**config.mk**
```make
export PLATFORM = sky130hd
export DESIGN_NAME = directive_config_lexer
export DESIGN_NICKNAME = d
export VERILOG_FILES = /design/src/hw/rtl/dcl_pkg.sv /design/src/hw/rtl/dcl_front.sv /design/src/hw/rtl/dcl_queue.sv /design/src/hw/rtl/dcl_back.sv /design/src/hw/rtl/directive_config_lexer.sv
export VERILOG_INCLUDE_DIRS = /design/src /design/src/hw/rtl
export SDC_FILE = /design/constraint.sdc
export NUM_CORES = 1
export LEC_CHECK = 0
export BUFFER_PORTS_ARGS = -buffer_cell sky130_fd_sc_hd__buf_4
export CAP_MARGIN = 20
export CORE_MARGIN = 3
export CORE_UTILIZATION = 50
export CTS_CLUSTER_SIZE = 24
export DETAILED_ROUTE_END_ITERATION = 12
export GPL_TIMING_DRIVEN = 0
export PLACE_DENSITY = 0.81
export RECOVER_POWER = 100
export SYNTH_ARGS = -nofsm -noshare
export SYNTH_HDL_FRONTEND = slang
export SYNTH_SLANG_ARGS = --single-unit
```
**constraint.sdc**
```tcl
create_clock -name clock -period 3.3 [get_ports clock]
set_input_delay 0.33 -clock clock [delete_from_list [all_inputs] [get_ports clock]]
set_output_delay 0.33 -clock clock [all_outputs]
set_load 0.02 [all_outputs]
```
**src/hw/rtl/directive_config_lexer_macros.svh**
```systemverilog
// Assertion macros for the directive config lexer.
// Included by the RTL files that carry concurrent checks; no other dependencies.
`ifndef DIRECTIVE_CONFIG_LEXER_MACROS_SVH
`define DIRECTIVE_CONFIG_LEXER_MACROS_SVH

`ifndef SYNTH

// same-cycle implication
`define DCL_ASSERT_IMP(label, clk, rst, ante, cons) \
   label: assert property (@(posedge clk) disable iff (rst) (ante) |-> (cons)) \
      else $error("directive_config_lexer: same-cycle check failed");

// next-cycle implication
`define DCL_ASSERT_NXT(label, clk, rst, ante, cons) \
   label: assert property (@(posedge clk) disable iff (rst) (ante) |=> (cons)) \
      else $error("directive_config_lexer: next-cycle check failed");

`else

`define DCL_ASSERT_IMP(label, clk, rst, ante, cons)
`define DCL_ASSERT_NXT(label, clk, rst, ante, cons)

`endif

`endif

```
**src/hw/rtl/dcl_pkg.sv**
```systemverilog
// Shared types and constants of the directive config lexer.
// Used by the front, queue, back and top modules; depends on nothing.
`timescale 1ns / 1ps

package dcl_pkg;

   // width of the internal newline counter and of the reported line number
   localparam int LINE_BITS     = 24;
   localparam int LINE_OUT_BITS = 24;

   // queue between front and back
   localparam int QUEUE_DEPTH = 4;
   localparam int QPTR_BITS   = $clog2(QUEUE_DEPTH);
   localparam int QCNT_BITS   = $clog2(QUEUE_DEPTH + 1);

   // stream widths
   localparam int REQ_DATA_BITS = 8;
   localparam int RSP_DATA_BITS = 8 + LINE_OUT_BITS;
   localparam int RSP_USER_BITS = 3;

   typedef enum logic [2:0] {
      EV_CHAR  = 3'd0,
      EV_WEND  = 3'd1,
      EV_STMT  = 3'd2,
      EV_BLOCK = 3'd3,
      EV_DONE  = 3'd4,
      EV_END   = 3'd5,
      EV_ERR   = 3'd6
   } event_kind_type;

   // one or two events caused by a single input word
   typedef struct packed {
      event_kind_type           kind0;
      logic [7:0]               char0;
      event_kind_type           kind1;
      logic [7:0]               char1;
      logic                     two;
      logic [LINE_OUT_BITS-1:0] line;
   } pkt_type;

   typedef struct packed {
      logic not_empty;
      logic not_full;
   } queue_status_type;

endpackage

```
**src/hw/rtl/dcl_front.sv**
```systemverilog
// Front end of the directive config lexer: takes one text byte per word,
// tracks the lexer flags and line count, and builds event packets. Uses dcl_pkg.
`timescale 1ns / 1ps
`include "directive_config_lexer_macros.svh"

module dcl_front (
   input  logic                            clock,
   input  logic                            reset,
   input  logic                            accept,
   input  logic [7:0]                      byte_value,
   input  logic                            end_of_text,
   output logic                            push,
   output dcl_pkg::pkt_type                push_pkt
);
   import dcl_pkg::*;

   localparam logic [7:0] CH_TAB    = 8'h09;
   localparam logic [7:0] CH_LF     = 8'h0A;
   localparam logic [7:0] CH_CR     = 8'h0D;
   localparam logic [7:0] CH_SPACE  = 8'h20;
   localparam logic [7:0] CH_DQUOTE = 8'h22;
   localparam logic [7:0] CH_HASH   = 8'h23;
   localparam logic [7:0] CH_SQUOTE = 8'h27;
   localparam logic [7:0] CH_SEMI   = 8'h3B;
   localparam logic [7:0] CH_BSLASH = 8'h5C;
   localparam logic [7:0] CH_LOW_N  = 8'h6E;
   localparam logic [7:0] CH_LOW_R  = 8'h72;
   localparam logic [7:0] CH_LOW_T  = 8'h74;
   localparam logic [7:0] CH_LBRACE = 8'h7B;
   localparam logic [7:0] CH_RBRACE = 8'h7D;

   typedef struct packed {
      logic in_comment;
      logic skip_next;
      logic held_backslash;
      logic after_quote;
      logic between_tokens;
      logic in_double;
      logic in_single;
      logic has_words;
   } lex_flags_type;

   localparam lex_flags_type TOKEN_RESET = '{
      in_comment: 1'b0, skip_next: 1'b0, held_backslash: 1'b0, after_quote: 1'b0,
      between_tokens: 1'b1, in_double: 1'b0, in_single: 1'b0, has_words: 1'b0};

   lex_flags_type          flags_ff, flags_in;
   logic [LINE_BITS-1:0]   line_ff, line_in;
   logic                   halted_ff, halted_in;

   logic                   is_lf;
   logic                   is_blank;
   logic                   comment_live;
   logic [LINE_BITS-1:0]   line_step;

   // classify the byte
   assign is_lf        = (byte_value == CH_LF);
   assign is_blank     = (byte_value == CH_SPACE) || (byte_value == CH_TAB) ||
                         (byte_value == CH_CR) || is_lf;
   assign comment_live = flags_ff.in_comment && !is_lf;
   assign line_step    = is_lf ? (line_ff + 1'b1) : line_ff;

   // next flags and event packet
   always_comb begin
      flags_in        = flags_ff;
      line_in         = line_ff;
      halted_in       = halted_ff;
      push            = 1'b0;
      push_pkt.kind0  = EV_CHAR;
      push_pkt.char0  = 8'h00;
      push_pkt.kind1  = EV_CHAR;
      push_pkt.char1  = 8'h00;
      push_pkt.two    = 1'b0;
      push_pkt.line   = LINE_OUT_BITS'(line_ff);

      if (accept) begin
         if (end_of_text) begin
            push           = 1'b1;
            push_pkt.kind0 = (!halted_ff && (flags_ff.has_words || !flags_ff.between_tokens))
                             ? EV_ERR : EV_END;
            flags_in       = TOKEN_RESET;
            line_in        = '0;
            halted_in      = 1'b0;
         end else if (!halted_ff) begin
            line_in       = line_step;
            push_pkt.line = LINE_OUT_BITS'(line_step);
            if (is_lf) begin
               flags_in.in_comment = 1'b0;
            end
            if (!comment_live) begin
               priority if (flags_ff.skip_next) begin
                  // resolve the escape pair
                  flags_in.skip_next      = 1'b0;
                  flags_in.held_backslash = 1'b0;
                  push                    = 1'b1;
                  priority if (byte_value == CH_DQUOTE || byte_value == CH_SQUOTE ||
                               byte_value == CH_BSLASH) begin
                     push_pkt.char0 = byte_value;
                  end else if (byte_value == CH_LOW_T) begin
                     push_pkt.char0 = CH_TAB;
                  end else if (byte_value == CH_LOW_R) begin
                     push_pkt.char0 = CH_CR;
                  end else if (byte_value == CH_LOW_N) begin
                     push_pkt.char0 = CH_LF;
                  end else begin
                     push_pkt.char0 = CH_BSLASH;
                     push_pkt.two   = 1'b1;
                     push_pkt.char1 = byte_value;
                  end
               end else if (flags_ff.after_quote) begin
                  // only a blank, ';' or '{' may follow a closing quote
                  priority if (is_blank) begin
                     flags_in.after_quote    = 1'b0;
                     flags_in.between_tokens = 1'b1;
                  end else if (byte_value == CH_SEMI) begin
                     push           = 1'b1;
                     push_pkt.kind0 = EV_STMT;
                     flags_in       = TOKEN_RESET;
                  end else if (byte_value == CH_LBRACE) begin
                     push           = 1'b1;
                     push_pkt.kind0 = EV_BLOCK;
                     flags_in       = TOKEN_RESET;
                  end else begin
                     push           = 1'b1;
                     push_pkt.kind0 = EV_ERR;
                     halted_in      = 1'b1;
                  end
               end else if (flags_ff.between_tokens) begin
                  priority if (is_blank) begin
                     flags_in = flags_in;
                  end else if (byte_value == CH_SEMI || byte_value == CH_LBRACE) begin
                     push = 1'b1;
                     if (!flags_ff.has_words) begin
                        push_pkt.kind0 = EV_ERR;
                        halted_in      = 1'b1;
                     end else begin
                        push_pkt.kind0 = (byte_value == CH_LBRACE) ? EV_BLOCK : EV_STMT;
                        flags_in       = TOKEN_RESET;
                     end
                  end else if (byte_value == CH_RBRACE) begin
                     push = 1'b1;
                     if (flags_ff.has_words) begin
                        push_pkt.kind0 = EV_ERR;
                        halted_in      = 1'b1;
                     end else begin
                        push_pkt.kind0 = EV_DONE;
                        flags_in       = TOKEN_RESET;
                     end
                  end else if (byte_value == CH_HASH) begin
                     flags_in.in_comment = 1'b1;
                  end else if (byte_value == CH_BSLASH) begin
                     flags_in.skip_next      = 1'b1;
                     flags_in.held_backslash = 1'b1;
                     flags_in.between_tokens = 1'b0;
                  end else if (byte_value == CH_DQUOTE) begin
                     flags_in.in_double      = 1'b1;
                     flags_in.between_tokens = 1'b0;
                  end else if (byte_value == CH_SQUOTE) begin
                     flags_in.in_single      = 1'b1;
                     flags_in.between_tokens = 1'b0;
                  end else begin
                     flags_in.between_tokens = 1'b0;
                     push                    = 1'b1;
                     push_pkt.char0          = byte_value;
                  end
               end else if (byte_value == CH_BSLASH) begin
                  flags_in.skip_next      = 1'b1;
                  flags_in.held_backslash = 1'b1;
                  flags_in.between_tokens = 1'b0;
               end else if (flags_ff.in_double || flags_ff.in_single) begin
                  // inside quotes: close on the matching quote, else pass through
                  push = 1'b1;
                  if ((flags_ff.in_double && byte_value == CH_DQUOTE) ||
                      (flags_ff.in_single && byte_value == CH_SQUOTE)) begin
                     flags_in.in_double   = 1'b0;
                     flags_in.in_single   = 1'b0;
                     flags_in.after_quote = 1'b1;
                     flags_in.has_words   = 1'b1;
                     push_pkt.kind0       = EV_WEND;
                  end else begin
                     push_pkt.char0 = byte_value;
                  end
               end else if (is_blank) begin
                  push                    = 1'b1;
                  push_pkt.kind0          = EV_WEND;
                  flags_in.has_words      = 1'b1;
                  flags_in.between_tokens = 1'b1;
               end else if (byte_value == CH_SEMI || byte_value == CH_LBRACE) begin
                  push           = 1'b1;
                  push_pkt.kind0 = EV_WEND;
                  push_pkt.two   = 1'b1;
                  push_pkt.kind1 = (byte_value == CH_LBRACE) ? EV_BLOCK : EV_STMT;
                  flags_in       = TOKEN_RESET;
               end else begin
                  push           = 1'b1;
                  push_pkt.char0 = byte_value;
               end
            end
         end
      end
   end

   // hold lexer state
   always_ff @(posedge clock) begin
      if (reset) begin
         flags_ff  <= TOKEN_RESET;
         line_ff   <= '0;
         halted_ff <= 1'b0;
      end else begin
         flags_ff  <= flags_in;
         line_ff   <= line_in;
         halted_ff <= halted_in;
      end
   end

   // a halted lexer stays silent until end of text
   `DCL_ASSERT_IMP(a_halted_silent, clock, reset, halted_ff && accept && !end_of_text, !push)
   // an error on a text byte halts the lexer
   `DCL_ASSERT_NXT(a_error_halts, clock, reset,
      push && !end_of_text && push_pkt.kind0 == EV_ERR, halted_ff)

endmodule

```
**src/hw/rtl/dcl_queue.sv**
```systemverilog
// Short event-packet queue between the lexer front and the output back.
// Register-based circular buffer; uses dcl_pkg.
`timescale 1ns / 1ps
`include "directive_config_lexer_macros.svh"

module dcl_queue (
   input  logic                       clock,
   input  logic                       reset,
   input  logic                       push,
   input  dcl_pkg::pkt_type           push_pkt,
   input  logic                       pop,
   output dcl_pkg::pkt_type           head_pkt,
   output dcl_pkg::queue_status_type  status
);
   import dcl_pkg::*;

   pkt_type               entry_ff [QUEUE_DEPTH];
   logic [QPTR_BITS-1:0]  wr_ptr_ff, wr_ptr_in;
   logic [QPTR_BITS-1:0]  rd_ptr_ff, rd_ptr_in;
   logic [QCNT_BITS-1:0]  count_ff, count_in;

   // advance pointers with wrap
   always_comb begin
      wr_ptr_in = wr_ptr_ff;
      rd_ptr_in = rd_ptr_ff;
      count_in  = count_ff;
      if (push) begin
         wr_ptr_in = (wr_ptr_ff == QPTR_BITS'(QUEUE_DEPTH - 1)) ? '0 : (wr_ptr_ff + 1'b1);
      end
      if (pop) begin
         rd_ptr_in = (rd_ptr_ff == QPTR_BITS'(QUEUE_DEPTH - 1)) ? '0 : (rd_ptr_ff + 1'b1);
      end
      if (push && !pop) begin
         count_in = count_ff + 1'b1;
      end else if (pop && !push) begin
         count_in = count_ff - 1'b1;
      end
   end

   always_ff @(posedge clock) begin
      if (reset) begin
         wr_ptr_ff <= '0;
         rd_ptr_ff <= '0;
         count_ff  <= '0;
      end else begin
         wr_ptr_ff <= wr_ptr_in;
         rd_ptr_ff <= rd_ptr_in;
         count_ff  <= count_in;
      end
   end

   // store the packet
   always_ff @(posedge clock) begin
      if (push) begin
         entry_ff[wr_ptr_ff] <= push_pkt;
      end
   end

   assign head_pkt         = entry_ff[rd_ptr_ff];
   assign status.not_empty = (count_ff != '0);
   assign status.not_full  = (count_ff != QCNT_BITS'(QUEUE_DEPTH));

   // never write a full queue
   `DCL_ASSERT_IMP(a_no_overflow, clock, reset, push && !pop, status.not_full)

endmodule

```
**src/hw/rtl/dcl_back.sv**
```systemverilog
// Back end of the directive config lexer: walks each queued packet out as
// one or two result words on the rsp stream. Uses dcl_pkg.
`timescale 1ns / 1ps
`include "directive_config_lexer_macros.svh"

module dcl_back (
   input  logic                                   clock,
   input  logic                                   reset,
   input  dcl_pkg::pkt_type                       head_pkt,
   input  dcl_pkg::queue_status_type              status,
   output logic                                   pop,
   output logic                                   rsp_tvalid,
   input  logic                                   rsp_tready,
   output logic [dcl_pkg::RSP_DATA_BITS-1:0]      rsp_tdata,
   output logic [dcl_pkg::RSP_USER_BITS-1:0]      rsp_tuser,
   output logic                                   rsp_tlast
);
   import dcl_pkg::*;

   logic       phase_ff, phase_in;
   logic       handshake;
   logic [7:0] char_sel;

   assign rsp_tvalid = status.not_empty;
   assign handshake  = rsp_tvalid && rsp_tready;

   // pick the first or second event of the head packet
   assign rsp_tlast  = phase_ff || !head_pkt.two;
   assign rsp_tuser  = phase_ff ? head_pkt.kind1 : head_pkt.kind0;
   assign char_sel   = phase_ff ? head_pkt.char1 : head_pkt.char0;
   assign rsp_tdata  = {head_pkt.line, char_sel};

   // drop the packet after its last word
   assign pop      = handshake && rsp_tlast;
   assign phase_in = handshake ? !rsp_tlast : phase_ff;

   always_ff @(posedge clock) begin
      if (reset) begin
         phase_ff <= 1'b0;
      end else begin
         phase_ff <= phase_in;
      end
   end

   // second word only for a two-event packet still at the head
   `DCL_ASSERT_IMP(a_phase_valid, clock, reset, phase_ff, status.not_empty && head_pkt.two)

endmodule

```
**src/hw/rtl/directive_config_lexer.sv**
```systemverilog
// Directive config lexer: one text byte per word in, token events out.
// The event packet of a taken byte is registered in the queue and reaches rsp once it is at the queue head.
// Throughput: one byte per cycle while the queue has room; a byte that yields two events holds its
// packet at the head for both output words, and a four-packet queue absorbs the difference.
// Reset (synchronous, active high) empties the queue, clears the line count and
// returns the lexer to the between-tokens state. Uses dcl_pkg, dcl_front/queue/back.
`timescale 1ns / 1ps

module directive_config_lexer (
   input  logic                                 clock,
   input  logic                                 reset,
   input  logic                                 req_tvalid,
   output logic                                 req_tready,
   input  logic [dcl_pkg::REQ_DATA_BITS-1:0]    req_tdata,   // [7:0] byte_value
   input  logic                                 req_tuser,   // [0] end_of_text
   output logic                                 rsp_tvalid,
   input  logic                                 rsp_tready,
   output logic [dcl_pkg::RSP_DATA_BITS-1:0]    rsp_tdata,   // [7:0] char_value, [31:8] line_number
   output logic [dcl_pkg::RSP_USER_BITS-1:0]    rsp_tuser,   // [2:0] event_kind
   output logic                                 rsp_tlast    // last_of_run
);
   import dcl_pkg::*;

   logic              accept;
   logic              push;
   logic              pop;
   pkt_type           push_pkt;
   pkt_type           head_pkt;
   queue_status_type  q_status;

   // take a word whenever the queue has room
   assign req_tready = q_status.not_full;
   assign accept     = req_tvalid && req_tready;

   dcl_front u_front (
      .clock       (clock),
      .reset       (reset),
      .accept      (accept),
      .byte_value  (req_tdata[7:0]),
      .end_of_text (req_tuser),
      .push        (push),
      .push_pkt    (push_pkt)
   );

   dcl_queue u_queue (
      .clock    (clock),
      .reset    (reset),
      .push     (push),
      .push_pkt (push_pkt),
      .pop      (pop),
      .head_pkt (head_pkt),
      .status   (q_status)
   );

   dcl_back u_back (
      .clock      (clock),
      .reset      (reset),
      .head_pkt   (head_pkt),
      .status     (q_status),
      .pop        (pop),
      .rsp_tvalid (rsp_tvalid),
      .rsp_tready (rsp_tready),
      .rsp_tdata  (rsp_tdata),
      .rsp_tuser  (rsp_tuser),
      .rsp_tlast  (rsp_tlast)
   );

endmodule
```
==> results of run 1 <==
## cells by family (layout without fill, tap and decap cells)
kind of cell,after synthesis,count (layout)
buf+inv,58,148
fa+ha+maj,8,8
xor+xnor,24,24
simple gates,250,250
compound gates,120,120
flops,226,226
mux,61,61
## sequential cells by signal, summed over array words and instances, names as in the netlist, named ones only
| name | count |
|---|---|
| u_queue.entry_ff | 184 |
| u_queue.rd_ptr_ff | 2 |
| u_front.flags_ff | 7 |
| u_front.halted_ff | 1 |
| u_queue.wr_ptr_ff | 2 |
| u_back.phase_ff | 1 |
| u_queue.count_ff | 3 |
| u_front.line_ff | 24 |
## report_power, final
part | internal, mW | total (mW) | switching, mW
Clock | 1.50 | 2.58 | 1.08
Combinational | 0.767 | 1.77 | 1.00
Sequential | 3.35 | 3.45 | 0.100
## worst max-delay path, delay by kind of cell
| family | cells | cell delay (ps) |
|---|---|---|
| adder cells (fa/ha/maj) | 2 | 650 |
| AND/OR/NAND/NOR | 3 | 1010 |
| buffers and inverters | 2 | 320 |
| AO/OA/AOI/OAI | 4 | 1100 |
| XOR/XNOR | 1 | 160 |
## routing by layer
| metal | up-vias | GRT usage (%) | routed length, um |
|---|---|---|---|
| met5 | - | 0 | 0 |
| met4 | 0 | 5.72 | 569 |
| met3 | 60 | 4.07 | 1710 |
| met2 | 291 | 34.0 | 11200 |
| met1 | 3372 | 29.7 | 9930 |
| li1 | 3073 | - | - |
## what timing repair did
item | 4_1_cts | 5_1_grt
setup endpoints to repair | 194 | 4
gates resized for setup | 9 | 5
setup buffers | 0 | 1
pin swaps | 0 | 0
## cell type report
class	count	area [sq um]
Timing Repair Buffer	52	433
Buffer	41	180
Tap cell	265	332
Sequential cell	226	6370
Multi-Input combinational cell	463	3690
Clock buffer	25	614
Clock inverter	16	138
Fill cell	1490	8040
Inverter	14	52.6
## cell usage after synthesis (all sizes together), types with 10 or more instances
cell    count  area [sq um]
nor2       56           210
dfxtp      42           841
edfxtp    184          5530
clkbuf     37           140
o21ai      29           145
a31oi      13          81.3
nor3       22           110
inv        14          52.6
and2       10          62.6
xor2       17           149
and3       17           106
nand2      47           184
nand3      27           140
mux4       46          1040
nand4      11          68.8
mux2       10           113
a21oi      34           170
## worst min-delay path by stage
| stage | slack (ps) | end | cells after the start |
|---|---|---|---|
| floorplan | 440 | u_front.flags_ff[1] | 2 |
| global placement | 460 | u_front.flags_ff[1] | 2 |
| detailed placement | 490 | u_queue.count_ff[2] | 2 |
| CTS | 150 | u_back.phase_ff | 4 |
| global route | 170 | u_back.phase_ff | 4 |
| finish | 160 | u_back.phase_ff | 4 |
## cell usage in the layout, fill, tap and decap left out, types with 4 or more instances in the layout
cell type and n:
sky130_fd_sc_hd__edfxtp_1 184, sky130_fd_sc_hd__nor2_1 56, sky130_fd_sc_hd__nand2_1 46, sky130_fd_sc_hd__mux4_2 46, sky130_fd_sc_hd__buf_4 46, sky130_fd_sc_hd__dfxtp_1 41, sky130_fd_sc_hd__a21oi_1 34, sky130_fd_sc_hd__clkbuf_1 31
sky130_fd_sc_hd__o21ai_0 29, sky130_fd_sc_hd__nand3_1 26, sky130_fd_sc_hd__clkbuf_16 24, sky130_fd_sc_hd__nor3_1 22, sky130_fd_sc_hd__xor2_1 17, sky130_fd_sc_hd__inv_1 14, sky130_fd_sc_hd__and3_1 12, sky130_fd_sc_hd__a31oi_1 12
sky130_fd_sc_hd__nand4_1 11, sky130_fd_sc_hd__and2_1 10, sky130_fd_sc_hd__mux2_2 10, sky130_fd_sc_hd__xnor2_1 7, sky130_fd_sc_hd__ha_1 7, sky130_fd_sc_hd__clkinv_2 7, sky130_fd_sc_hd__clkbuf_2 6, sky130_fd_sc_hd__or2_2 6
sky130_fd_sc_hd__nand2b_1 6, sky130_fd_sc_hd__and4_1 6, sky130_fd_sc_hd__a211oi_1 6, sky130_fd_sc_hd__nor4_1 5, sky130_fd_sc_hd__nor3b_1 5, sky130_fd_sc_hd__mux2i_1 5, sky130_fd_sc_hd__o22ai_1 5, sky130_fd_sc_hd__or3_1 4
sky130_fd_sc_hd__nor2b_1 4, sky130_fd_sc_hd__and3_2 4, sky130_fd_sc_hd__a311oi_1 4, sky130_fd_sc_hd__clkinv_1 4, sky130_fd_sc_hd__buf_12 4
==> flow_results.org, run 1 <==
** Worst setup path
- Endpoint of the worst setup timing path :: u_queue.count_ff[2]
- The worst register-to-register path has a setup slack of around 160 ps.
- Walking the worst path, the cells encountered are clkbuf_1, or3_1, o31ai_4, o21ai_0, a31oi_2, and2_1, ha_1, inv_1, fa_1, xor2_1, or3_1, a21oi_1.
- The number of cells on the worst reg-to-reg path is 11.
- The slowest stage of the critical path is the sky130_fd_sc_hd__or3_1 cell.
- Slowest stage delay, CP :: approximately 460 ps
- Capturing element type of the critical path :: flip-flop
- At the worst endpoint, the required time is 3730 ps.
- Endpoint arrival time on the critical path :: 3570 ps
- By instance count, the cell type seen most on the critical path is sky130_fd_sc_hd__or3_1.
- Reg-to-Reg End :: u_queue.count_ff[2]
- Largest fanout of any net on the critical path :: 10
- STA classifies the critical path startpoint as an input pin.
- The worst register-to-register path begins at u_queue.count_ff[0].
- Tracing the worst setup path back leads to its startpoint at req_tdata[6].
- The critical path in this run is classified as input pin to flip-flop.

** Clock network
- In this run the deepest clock path goes through 3 buffers.
- Clock tree from TritonCTS :: built
- After clock tree synthesis, the clock-pin slew on the worst setup and hold paths is around 60 ps.
- Num CTS Buffers :: 23
- The later pin in the worst-skew pair is clocked with a latency of 510 ps.
- CTS built an H-tree with a depth of 1.
- In this run, post-CTS hold repair placed 0 buffers.
- Count of clock tree sinks :: roughly 230
- Clock tree root buffer cell :: sky130_fd_sc_hd__clkbuf_16

** Synth
- Syn_nets :: between 700 and 800
- By area, the combinational part of the netlist is dominated by simple AND/OR/NAND/NOR gates.
- Compound-Gate Fraction of Synth Area :: 7.62%
- Summing the sequential cell areas from Yosys gives around 62% of the chip area.
- Count of distinct cell types in the synthesized netlist :: 75
- Summing every instance area after synthesis gives between 0.01 and 0.015 sq mm.
- Counting flops and latches in the post-synthesis netlist gives approximately 230.
- For this run, the number of Yosys warnings is 0.
- Share of the synthesized netlist area taken by xor and xnor gates :: under 10%
- Synthesis handed over a netlist of 747 instances.
- The synthesized netlist devotes 13.3% of its cell area to simple gates.
- For this run, the leading register cell type out of synthesis is sky130_fd_sc_hd__edfxtp_1.
- Of all flip-flops after synthesis, the portion carrying an async set or reset was 0%.
- Per-instance average area after synthesis :: ~14 sq um
- The portion of synthesized area spent on multiplexers is about an eighth.
- EDFF count, synth :: between 150 and 200
- The synthesized netlist devotes under 10% of its cell area to adder and majority cells.

** Place
- At the placement stage, the worst setup path has a slack of -532 ps.
- Count of buffers inserted at the top-level ports :: 47
- Placement Cell Area :: ~0.011 sq mm
- Once placement completed, the tool counted placed cells totaling 1063.
- Post-detail-place hpwl :: roughly 15000 um
- Routability-driven placement finished with a final weighted congestion of ~0.94.

** Die
- Chip width :: between 100 and 150 um
- Total die area :: ~0.022 sq mm
- 51 I/O pins were placed.
- The die is ~150 um tall.
- The initialized floorplan defines slightly above 50 standard-cell rows.
- Core footprint :: about 0.020 sq mm
- Initial Util :: approximately 52%

** Layout
- After routing the design area is around 0.012 sq mm.
- The number of antenna diodes in the final layout is 0.
- Once layout is complete, the cells apart from fillers number 1102.
- Measured on the finished design, the core utilization comes to 59.5%.
- Signed area change from the synthesized netlist to the final layout :: 15.0%
- Share of post-route cells with drive strength above 1 :: ~22%
- After the last flow step, the layout net total stands at ~840.

** STA
- Slew headroom :: between 20% and 30%
- Minimum clock period :: ~3100 ps
- At the pin with the least slew margin, the transition time is ~1100 ps.
- Clock skew on the completed layout was measured at around 13 ps.
- Worst path setup slack after routing :: 161 ps
- Setup violations remaining at the end of the flow were counted as 0.
- WHS :: 158 ps
- Setup total negative slack on the finished layout was measured at 0 ps.
- Number of pins exceeding their max-slew limit in the final report :: 0
- Final Cycle Share :: 95.1%
- The number of hold violations in the final report was 0.
- Setup repair after global routing left no endpoint under its margin.
- For this run, the top clock speed supported by timing is 0.319 GHz.

** Global routing
- The via count of the first global-routing pass came to a little under 7000.
- Remaining global-route overflow :: 0
- Largest net degree at the start of global routing :: 26
- Wire length of the first global-routing pass :: approximately 37000 um
- Total global-route track usage :: a little over a fifth
- Number of antenna violations at the first check in global routing :: 0

** Route
- In this run, the number of DRC markers left after iteration 0 of detailed routing was 638.
- Average wire per cell in the routed design :: around 21 um
- Once detail routing completed, the nets flagged for antenna violations numbered 0.
- Via count :: 6796
- For this run, design rule violations remaining after detail routing come to 0.
- Avg Vias per Cell :: 6.17
- The first detailed-routing pass took 5 iterations.
- Total wirelength of the detailed-routed design :: 23500 um

** Pwr
- Maximum ir drop on the vdd rail :: around 0.00029 V
- Leakage power total :: 4.07 nW
- Summing internal, switching and leakage power gives slightly below 8 mW.
- For this design the ratio of total power to cell area is ~660 mW/mm^2.

** Min path
- Beginning of the worst hold path :: rsp_tready
- Class of the tightest hold or removal check :: input pin to flip-flop

** Flow run
- Max-cap viol count :: 0

** Outcome
- The run finished with clean final reports.
No activity file was read; power rests on OpenSTA's default activity.
==> run 2: changes to the inputs <==
--- a/config.mk
+++ b/config.mk
@@ -8,12 +8,14 @@
 export LEC_CHECK = 0
 export BUFFER_PORTS_ARGS = -buffer_cell sky130_fd_sc_hd__buf_4
 export CAP_MARGIN = 20
+export CELL_PAD_IN_SITES_DETAIL_PLACEMENT = 1
+export CELL_PAD_IN_SITES_GLOBAL_PLACEMENT = 1
 export CORE_MARGIN = 3
-export CORE_UTILIZATION = 50
+export CORE_UTILIZATION = 46
 export CTS_CLUSTER_SIZE = 24
 export DETAILED_ROUTE_END_ITERATION = 12
 export GPL_TIMING_DRIVEN = 0
-export PLACE_DENSITY = 0.81
+export PLACE_DENSITY = 0.86
 export RECOVER_POWER = 100
 export SYNTH_ARGS = -nofsm -noshare
 export SYNTH_HDL_FRONTEND = slang
==> flow_results.org, run 2 (synthesis gave the netlist of run 1 again) <==
** Outcome
- The flow ran to the end, and the final reports show no timing, DRC or antenna violations.

** Min path
- Class of the tightest hold or removal check :: input pin to flip-flop
- Worst hold path stage count :: 4 (unchanged)
- The worst hold path begins at rsp_tready.
- The worst hold path terminates at u_back.phase_ff.

** Layout
- The fraction of layout instances using a drive strength above 1 came to 20.8% (-1.1 points).
- Max reg flops :: 184 (unchanged)
- Fin nets :: 844 (+0.24%)
- The largest registers in the layout are u_queue.entry_ff (184), u_front.line_ff (24), u_front.flags_ff (7).
- Area of the multi-input gates :: 0.00369 sq mm (about the same)
- Signed area change from the synthesized netlist to the final layout :: 14.3%
- Leaving out fill and tap cells, the most frequent cell in the layout is sky130_fd_sc_hd__edfxtp_1.
- Register area :: 0.00637 sq mm (unchanged)
- In the layout the commonest cells are 184 x sky130_fd_sc_hd__edfxtp_1, 56 x sky130_fd_sc_hd__nor2_1, 46 x sky130_fd_sc_hd__nand2_1, 46 x sky130_fd_sc_hd__mux4_2, 43 x sky130_fd_sc_hd__clkbuf_1.
- FILL cells :: 2185 (+47%)
- The diode insertion count for antenna repair was 0 (unchanged).
- Most flop-heavy register :: u_queue.entry_ff
- The non-filler instance count after layout was 1118 (+1.5%).
- Final standard cell area without fillers :: 0.0117 sq mm (-0.61%)

** Pwr
- PnR Total Power :: 7.84 mW (+0.56%)
- The net switching power figure is 2.26 mW (+3.8%).
- Maximum ir drop on the vdd rail :: 0.000327 V (+13%)
- Seq pwr share :: 44.3% (about the same)
- Leakage power total :: 4.01 nW (-1.5%)
- The share of power burned in combinational logic came to 21.6% (-1.1 points).
- Switching share of power :: 28.8% (+0.91 points)
- The ratio of total power to cell area came to 669 mW/mm^2 (+1.2%).
- The relative contribution of the clock network to total power was 34.1% (+1.0 points).
- P_int :: 5.58 mW (-0.70%)

** STA
- Peak Freq :: 0.322 GHz (+1.0%)
- The part of the cycle the worst path needs came to 94.2% (-0.96 points).
- Pin slew with the least headroom to its limit :: 955 ps (-108 ps)
- The worst clock skew is 10.4 ps (-3.08 ps).
- Final Hold Violating Endpoints :: 0 (unchanged)
- Setup violations, final :: 0 (unchanged)
- Number of pins exceeding their max-slew limit in the final report :: 0 (unchanged)
- Slew headroom :: 35.5% (+7.0 points)
- Setup repair after global routing left no endpoint under its margin.
- The time the final worst path needs with I/O delays and setup is 3110 ps (-31.7 ps).
- Setup TNS :: 0 ps (unchanged)
- The final worst hold slack is 237 ps (+78.6 ps).

** Flow run
- The max-capacitance violation count came to 0 (unchanged).

** Route
- The detailed-route via count is 6894 (+1.4%).
- Detailed Routing Iterations Pass 1 :: 5 (unchanged)
- The remaining routing DRC violations was 0 (unchanged).
- Drt initial violations :: 658 (+3.1%)
- Avg Vias per Cell :: 6.17 (about the same)
- The post-detailed-route wirelength per cell was 24.3 um (+14%).
- The aggregate routed wire length came to 27200 um (+16%).
- Routed Antenna Nets :: 0 (unchanged)

** Worst setup path
- Top cell family by delay on the critical path :: buffers and inverters
- Startpoint class of the critical path :: flip-flop
- For this design, the slowest cell found on the critical path is sky130_fd_sc_hd__clkbuf_1.
- The worst-case register-to-register setup slack was 190 ps (+30 ps).
- The critical path in this run is classified as flip-flop to flip-flop.
- Most prevalent standard cell on the critical path :: sky130_fd_sc_hd__clkbuf_1
- Capturing element type of the critical path :: flip-flop
- Buffers plus inverters on the worst setup path :: 3 (+1)
- Largest fanout of any net on the critical path :: 10 (unchanged)
- RR Startpoint :: u_queue.count_ff[0]
- Required arrival time at the worst endpoint :: 3550 ps (-180 ps)
- FF-to-FF path depth :: 7 (-4)
- In this run the critical register-to-register path is captured at u_queue.entry_ff[2][6].
- The data arrival at the endpoint of the critical path came to 3360 ps (-210 ps).
- The largest stage delay on the critical path came to 520 ps (+60 ps).
- The critical path goes through or3b_2, clkbuf_2, nand3_1, clkbuf_1, clkbuf_1, nor3_1, xnor2_1.

** Global routing
- The number of antenna violations at the first check in global routing was 0 (unchanged).
- Largest net degree at the start of global routing :: 37 (+42%)
- Wire length of the first global-routing pass :: 42500 um (+15%)
- Total global-route track usage :: 22.5% (+1.4 points)
- Remaining global-route overflow :: 0 (unchanged)
- The via count of the first global-routing pass was 7263 (+8.0%).

** Die
- Standard-cell row count :: 54 (+5.9%)
- The area of the die came to 0.0241 sq mm (+8.3%).
- Initial Util :: 46.9% (-4.8 points)
- The number of top-level pins was 51 (unchanged).
- The area of the core is 0.0219 sq mm (+10%).
- Chip width :: 155 um (+4.1%)
- Die Y-Extent :: 155 um (+4.1%)

** Place
- Inst Count DP :: 1078 (+1.4%)
- Final GP Congestion :: 0.901 (-4.6%)
- Count of buffers inserted at the top-level ports :: 47 (unchanged)
- Placement Cell Area :: 0.0111 sq mm (+0.17%)
- The detailed placement HPWL is 17700 um (+16%).

** Clock network
- CTS HTree Levels :: 1 (unchanged)
- Clock tree root buffer cell :: sky130_fd_sc_hd__clkbuf_16
- The clock latency at the later pin of the worst-skew pair came to 520 ps (about the same).
- The number of buffers on the longest clock path came to 3 (unchanged).
- Num CTS Buffers :: 24 (+4.3%)
- TritonCTS built the clock tree.
- Count of clock tree sinks :: 226 (unchanged)
- Clk pin slew, worst setup/hold paths :: 70 ps (about the same)
- Post-cts hold buffer count :: 0 (unchanged)
## run 2: changes by cell type in the layout (fill, tap and decap cells not counted), moves of 5 or more
cell	delta
sky130_fd_sc_hd__and2_0	+5
sky130_fd_sc_hd__and2_1	-5
sky130_fd_sc_hd__buf_4	-32
sky130_fd_sc_hd__clkbuf_1	+12
sky130_fd_sc_hd__clkbuf_2	+25
sky130_fd_sc_hd__clkinv_2	-5
## run 2: stage by stage
stage               util [%]  worst slack (ps)
detailed placement      50.5              -622
global placement        50.1              -464
floorplan                  -               110
finish                  53.6               192
global route            53.6              9.60
CTS                     54.1              49.9
## run 2: tightest hold or removal path: cells and delay by family
kind,cells,cell delay [ps]
and+or+nand+nor,2,220
buffers and inverters,1,100
AOI/OAI and AO/OA,1,70
## run 2: cell type report
| type | instances | area share, % |
|---|---|---|
| Timing Repair Buffer | 53 | 2.68 |
| Clock inverter | 11 | 1.07 |
| Sequential cell | 226 | 54.3 |
| Multi-Input combinational cell | 463 | 31.4 |
| Clock buffer | 30 | 5.58 |
| Buffer | 41 | 1.55 |
| Inverter | 14 | 0.448 |
| Tap cell | 280 | 2.99 |
## run 2: per-layer routing
metal | vias up | part of all wire [%] | track usage, %
met5 | - | 0 | 0
met4 | 0 | 2.2 | 5.42
met3 | 44 | 6.0 | 2.34
met2 | 267 | 49 | 37.5
met1 | 3510 | 43 | 32.1
li1 | 3073 | - | -
## run 2: power by group through the flow
stage	logic, mW	registers, mW	clock network (mW)
2_1_floorplan	1.18	3.46	0
3_5_place_dp	1.83	3.50	0
6_report	1.69	3.47	2.68
3_3_place_gp	1.74	3.48	0
5_1_grt	1.82	3.49	2.84
4_1_cts	1.83	3.47	2.72
## run 2: timing repair
action | CTS | global route
setup endpoints to repair | 179 | 2
endpoints found under the hold margin | 0 | 0
resized for setup | 10 | 3
setup buffers | 0 | 1
## run 2: worst max path at each step
stage                                    from                     end  slack [ps]  cells after the start
after global placement    u_queue.count_ff[0]     u_queue.count_ff[2]        -460                     13
final                     u_queue.count_ff[0]  u_queue.entry_ff[2][6]         190                      7
after floorplan                  req_tdata[1]     u_queue.count_ff[2]         110                     12
after global routing      u_queue.count_ff[0]     u_queue.count_ff[2]          10                     12
after detailed placement  u_queue.count_ff[0]     u_queue.count_ff[2]        -620                     13
after CTS                 u_queue.count_ff[0]     u_queue.count_ff[2]          50                     12
==> run 3: changes to the inputs <==
--- a/config.mk
+++ b/config.mk
@@ -6,16 +6,16 @@
 export SDC_FILE = /design/constraint.sdc
 export NUM_CORES = 1
 export LEC_CHECK = 0
-export BUFFER_PORTS_ARGS = -buffer_cell sky130_fd_sc_hd__buf_4
 export CAP_MARGIN = 20
 export CELL_PAD_IN_SITES_DETAIL_PLACEMENT = 1
 export CELL_PAD_IN_SITES_GLOBAL_PLACEMENT = 1
 export CORE_MARGIN = 3
-export CORE_UTILIZATION = 46
+export CORE_UTILIZATION = 48
 export CTS_CLUSTER_SIZE = 24
 export DETAILED_ROUTE_END_ITERATION = 12
+export DONT_BUFFER_PORTS = 1
 export GPL_TIMING_DRIVEN = 0
-export PLACE_DENSITY = 0.86
+export PLACE_DENSITY = 0.87
 export RECOVER_POWER = 100
 export SYNTH_ARGS = -nofsm -noshare
 export SYNTH_HDL_FRONTEND = slang
==> flow_results.org, run 3 (synthesis gave the netlist of run 1 again) <==
** Route
- Average wire per cell in the routed design :: 26.0 um (+7.2%)
- The via-per-instance ratio is 6.44 (+4.5%).
- Drt initial violations :: 621 (-5.6%)
- Routed Antenna Nets :: 0 (unchanged)
- The first-pass iteration count of the detailed router came to 5 (unchanged).
- Final routed DRC violation total :: 0 (unchanged)
- Total wirelength of the detailed-routed design :: 27800 um (+2.3%)
- The detailed-route via count is 6873 (-0.30%).

** STA
- Setup repair after global routing left no endpoint under its margin.
- Slew headroom :: 40.9% (+5.5 points)
- Minimum clock period :: 3060 ps (-44.8 ps)
- Final Hold Violating Endpoints :: 0 (unchanged)
- Setup TNS :: 0 ps (unchanged)
- Final clock skew :: 17.6 ps (+7.26 ps)
- Number of pins exceeding their max-slew limit in the final report :: 0 (unchanged)
- Setup violations, final :: 0 (unchanged)
- Worst path setup slack after routing :: 237 ps (+44.8 ps)
- The part of the cycle the worst path needs is 92.8% (-1.4 points).
- The maximum achievable frequency came to 0.327 GHz (+1.5%).
- The actual transition at the worst max-transition pin was 874 ps (-81.1 ps).

** Die
- The vertical die dimension is 152 um (-2.0%).
- The effective utilization at floorplan was 49.8% (+2.9 points).
- The die width came to 152 um (-2.0%).
- Top-level port count :: 51 (unchanged)
- Core footprint :: 0.0206 sq mm (-5.8%)
- The area of the die is 0.0232 sq mm (-4.0%).
- Standard-cell row count :: 52 (-3.7%)

** Layout
- The final net count came to 800 (-5.2%).
- The number of fill cells in the layout came to 2017 (-7.7%).
- Most common library cell in the layout ignoring fill and taps :: sky130_fd_sc_hd__edfxtp_1
- The area of combinational cells with multiple inputs came to 0.00367 sq mm (-0.51%).
- The cell area after layout was 0.0115 sq mm (-2.1%).
- In the final layout, the registers with the most flip-flops are u_queue.entry_ff (184), u_front.line_ff (24), u_front.flags_ff (7).
- The sequential cell area came to 0.00637 sq mm (unchanged).
- The diode insertion count for antenna repair is 0 (unchanged).
- Share of post-route cells with drive strength above 1 :: 15.7% (-5.1 points)
- The area growth from synthesis to layout is 11.9%.
- More flip-flops sit in one register than any other, and that register is u_queue.entry_ff.
- Final core area utilization :: 55.7% (+2.1 points)
- Leaving out fill and tap cells, the most frequent cells in the layout are 184 x sky130_fd_sc_hd__edfxtp_1, 56 x sky130_fd_sc_hd__nor2_1, 46 x sky130_fd_sc_hd__nand2_1, 46 x sky130_fd_sc_hd__mux4_2, 41 x sky130_fd_sc_hd__dfxtp_1.
- The flip-flop count of the largest register after layout was 184 (unchanged).

** Clock network
- CTS HTree Levels :: 1 (unchanged)
- The cts-stage hold buffer count was 0 (unchanged).
- Clock network latency to the later pin of the worst-skew pair :: 520 ps (about the same)
- The clock transition at the registers of the reported paths is 60 ps (about the same).
- Count of clock tree sinks :: 226 (unchanged)
- TritonCTS built the clock tree.
- Num CTS Buffers :: 24 (unchanged)
- Clock tree root buffer cell :: sky130_fd_sc_hd__clkbuf_16
- The number of buffers on the longest clock path is 3 (unchanged).

** Global routing
- Total global-route track usage :: 23.6% (+1.1 points)
- Largest net degree at the start of global routing :: 31 (-16%)
- Wire length of the first global-routing pass :: 43200 um (+1.6%)
- The number of antenna violations at the first check in global routing is 0 (unchanged).
- Remaining global-route overflow :: 0 (unchanged)
- The via count of the first global-routing pass was 7133 (-1.8%).

** Place
- The placement-stage worst setup slack was -706 ps (-83.4 ps).
- The count of port buffers added during placement was 0 (-100%).
- The final estimated routing congestion in global placement is 0.938 (+4.1%).
- Placement Cell Area :: 0.0107 sq mm (-3.3%)
- The detailed placement HPWL came to 18700 um (+5.2%).

** Worst setup path
- Worst reg-to-reg setup slack :: 270 ps (+80 ps)
- Capturing element type of the critical path :: primary output
- The worst setup path is of the flip-flop to primary output kind.
- The data arrival at the endpoint of the critical path was 2730 ps (-630 ps).
- Slowest stage delay, CP :: 680 ps (+160 ps)
- The required time of the worst setup path was 2970 ps (-580 ps).
- Top cell family by delay on the critical path :: multiplexers
- In this run the critical register-to-register path is launched from u_queue.count_ff[0].
- Largest fanout of any net on the critical path :: 10 (unchanged)
- The number of buffers and inverters on the critical path is 1 (-2).
- Startpoint class of the critical path :: flip-flop
- Worst-path cell with the longest stage delay :: sky130_fd_sc_hd__dfxtp_1
- Cell-by-cell trace of the critical path :: clkbuf_1, mux4_2, mux2_1

** Pwr
- PnR Total Power :: 7.69 mW (-2.0%)
- Leakage power total :: 3.86 nW (-3.8%)
- The maximum vdd ir drop came to 0.000332 V (+1.5%).
- Total power density per cell area :: 669 mW/mm^2 (about the same)

** Flow run
- The max-capacitance violation count came to 0 (unchanged).

** Min path
- Beginning of the worst hold path :: req_tdata[7]
- Class of the tightest hold or removal check :: input pin to flip-flop

** Outcome
- Status :: complete, no violations
-- run 3: cell count changes in the layout (fill, tap and decap cells not counted), moves of 2 or more --
cell,previous run,this run
sky130_fd_sc_hd__clkbuf_8,1,3
sky130_fd_sc_hd__mux2_2,10,0
sky130_fd_sc_hd__clkinvlp_4,3,1
sky130_fd_sc_hd__clkbuf_1,43,35
sky130_fd_sc_hd__clkinv_2,2,4
sky130_fd_sc_hd__buf_4,14,2
sky130_fd_sc_hd__clkinv_1,1,4
sky130_fd_sc_hd__mux2_1,0,10
sky130_fd_sc_hd__clkbuf_2,31,4
-- run 3: timing repair --
item | 4_1_cts | 5_1_grt
gates resized for setup | 8 | 3
pin swaps | 0 | 1
buffers inserted | 0 | 4
endpoints found under the setup margin | 217 | 22
hold endpoints to repair | 0 | 0
-- run 3: path summary, 6_finish.rpt --
| check | endpoint | depth (start not counted) |
|---|---|---|
| worst max-delay path | rsp_tuser[0] | 3 |
| worst min-delay path | u_queue.entry_ff[3][43] | 2 |
| worst max register to register | u_queue.count_ff[2] | 12 |
| worst min register to register | u_front.flags_ff[1] | 2 |
-- run 3: worst register-to-register path: stages, from the launching register on --
cell and delay, ps:
sky130_fd_sc_hd__dfxtp_1 410, sky130_fd_sc_hd__or3b_2 140, sky130_fd_sc_hd__buf_2 250, sky130_fd_sc_hd__and3_1 270, sky130_fd_sc_hd__o21ai_0 160, sky130_fd_sc_hd__a31oi_2 240, sky130_fd_sc_hd__and2_1 210, sky130_fd_sc_hd__ha_1 200
sky130_fd_sc_hd__inv_1 70, sky130_fd_sc_hd__fa_1 420, sky130_fd_sc_hd__xor2_1 150, sky130_fd_sc_hd__or3_1 300, sky130_fd_sc_hd__a21oi_1 130
-- run 3: through the flow --
| step | std cells | hold WS (ps) |
|---|---|---|
| 5_1_grt | 1067 | 111 |
| 6_report | 1067 | 102 |
| 3_3_place_gp | 1017 | 467 |
| 4_1_cts | 1063 | 95.6 |
| 3_5_place_dp | 1021 | 486 |
| 2_1_floorplan | 747 | 443 |
-- run 3: area by class of cell --
cell class	instances	area share, %
flip-flops and latches	226	55.4
multi-input cells	463	31.9
clock buffers	31	5.90
well taps	270	2.94
plain buffers	41	1.56
clock inverters	13	1.07
repair buffers	9	0.729
inverters	14	0.457
-- run 3: report_power, final --
part	switching [mW]	internal, mW	leakage [nW]
logic	0.975	0.538	1.38
clock network	1.09	1.61	0.394
registers	0.119	3.36	2.08
-- run 3: layer usage --
metal	vias up	GRT usage (%)	share of wire [%]	routed length [um]
met2	295	38.9	48	13400
li1	2986	-	-	-
met3	51	4.06	7.6	2110
met5	-	0	0	0
met1	3541	33.2	42	11700
met4	0	5.39	2.1	595
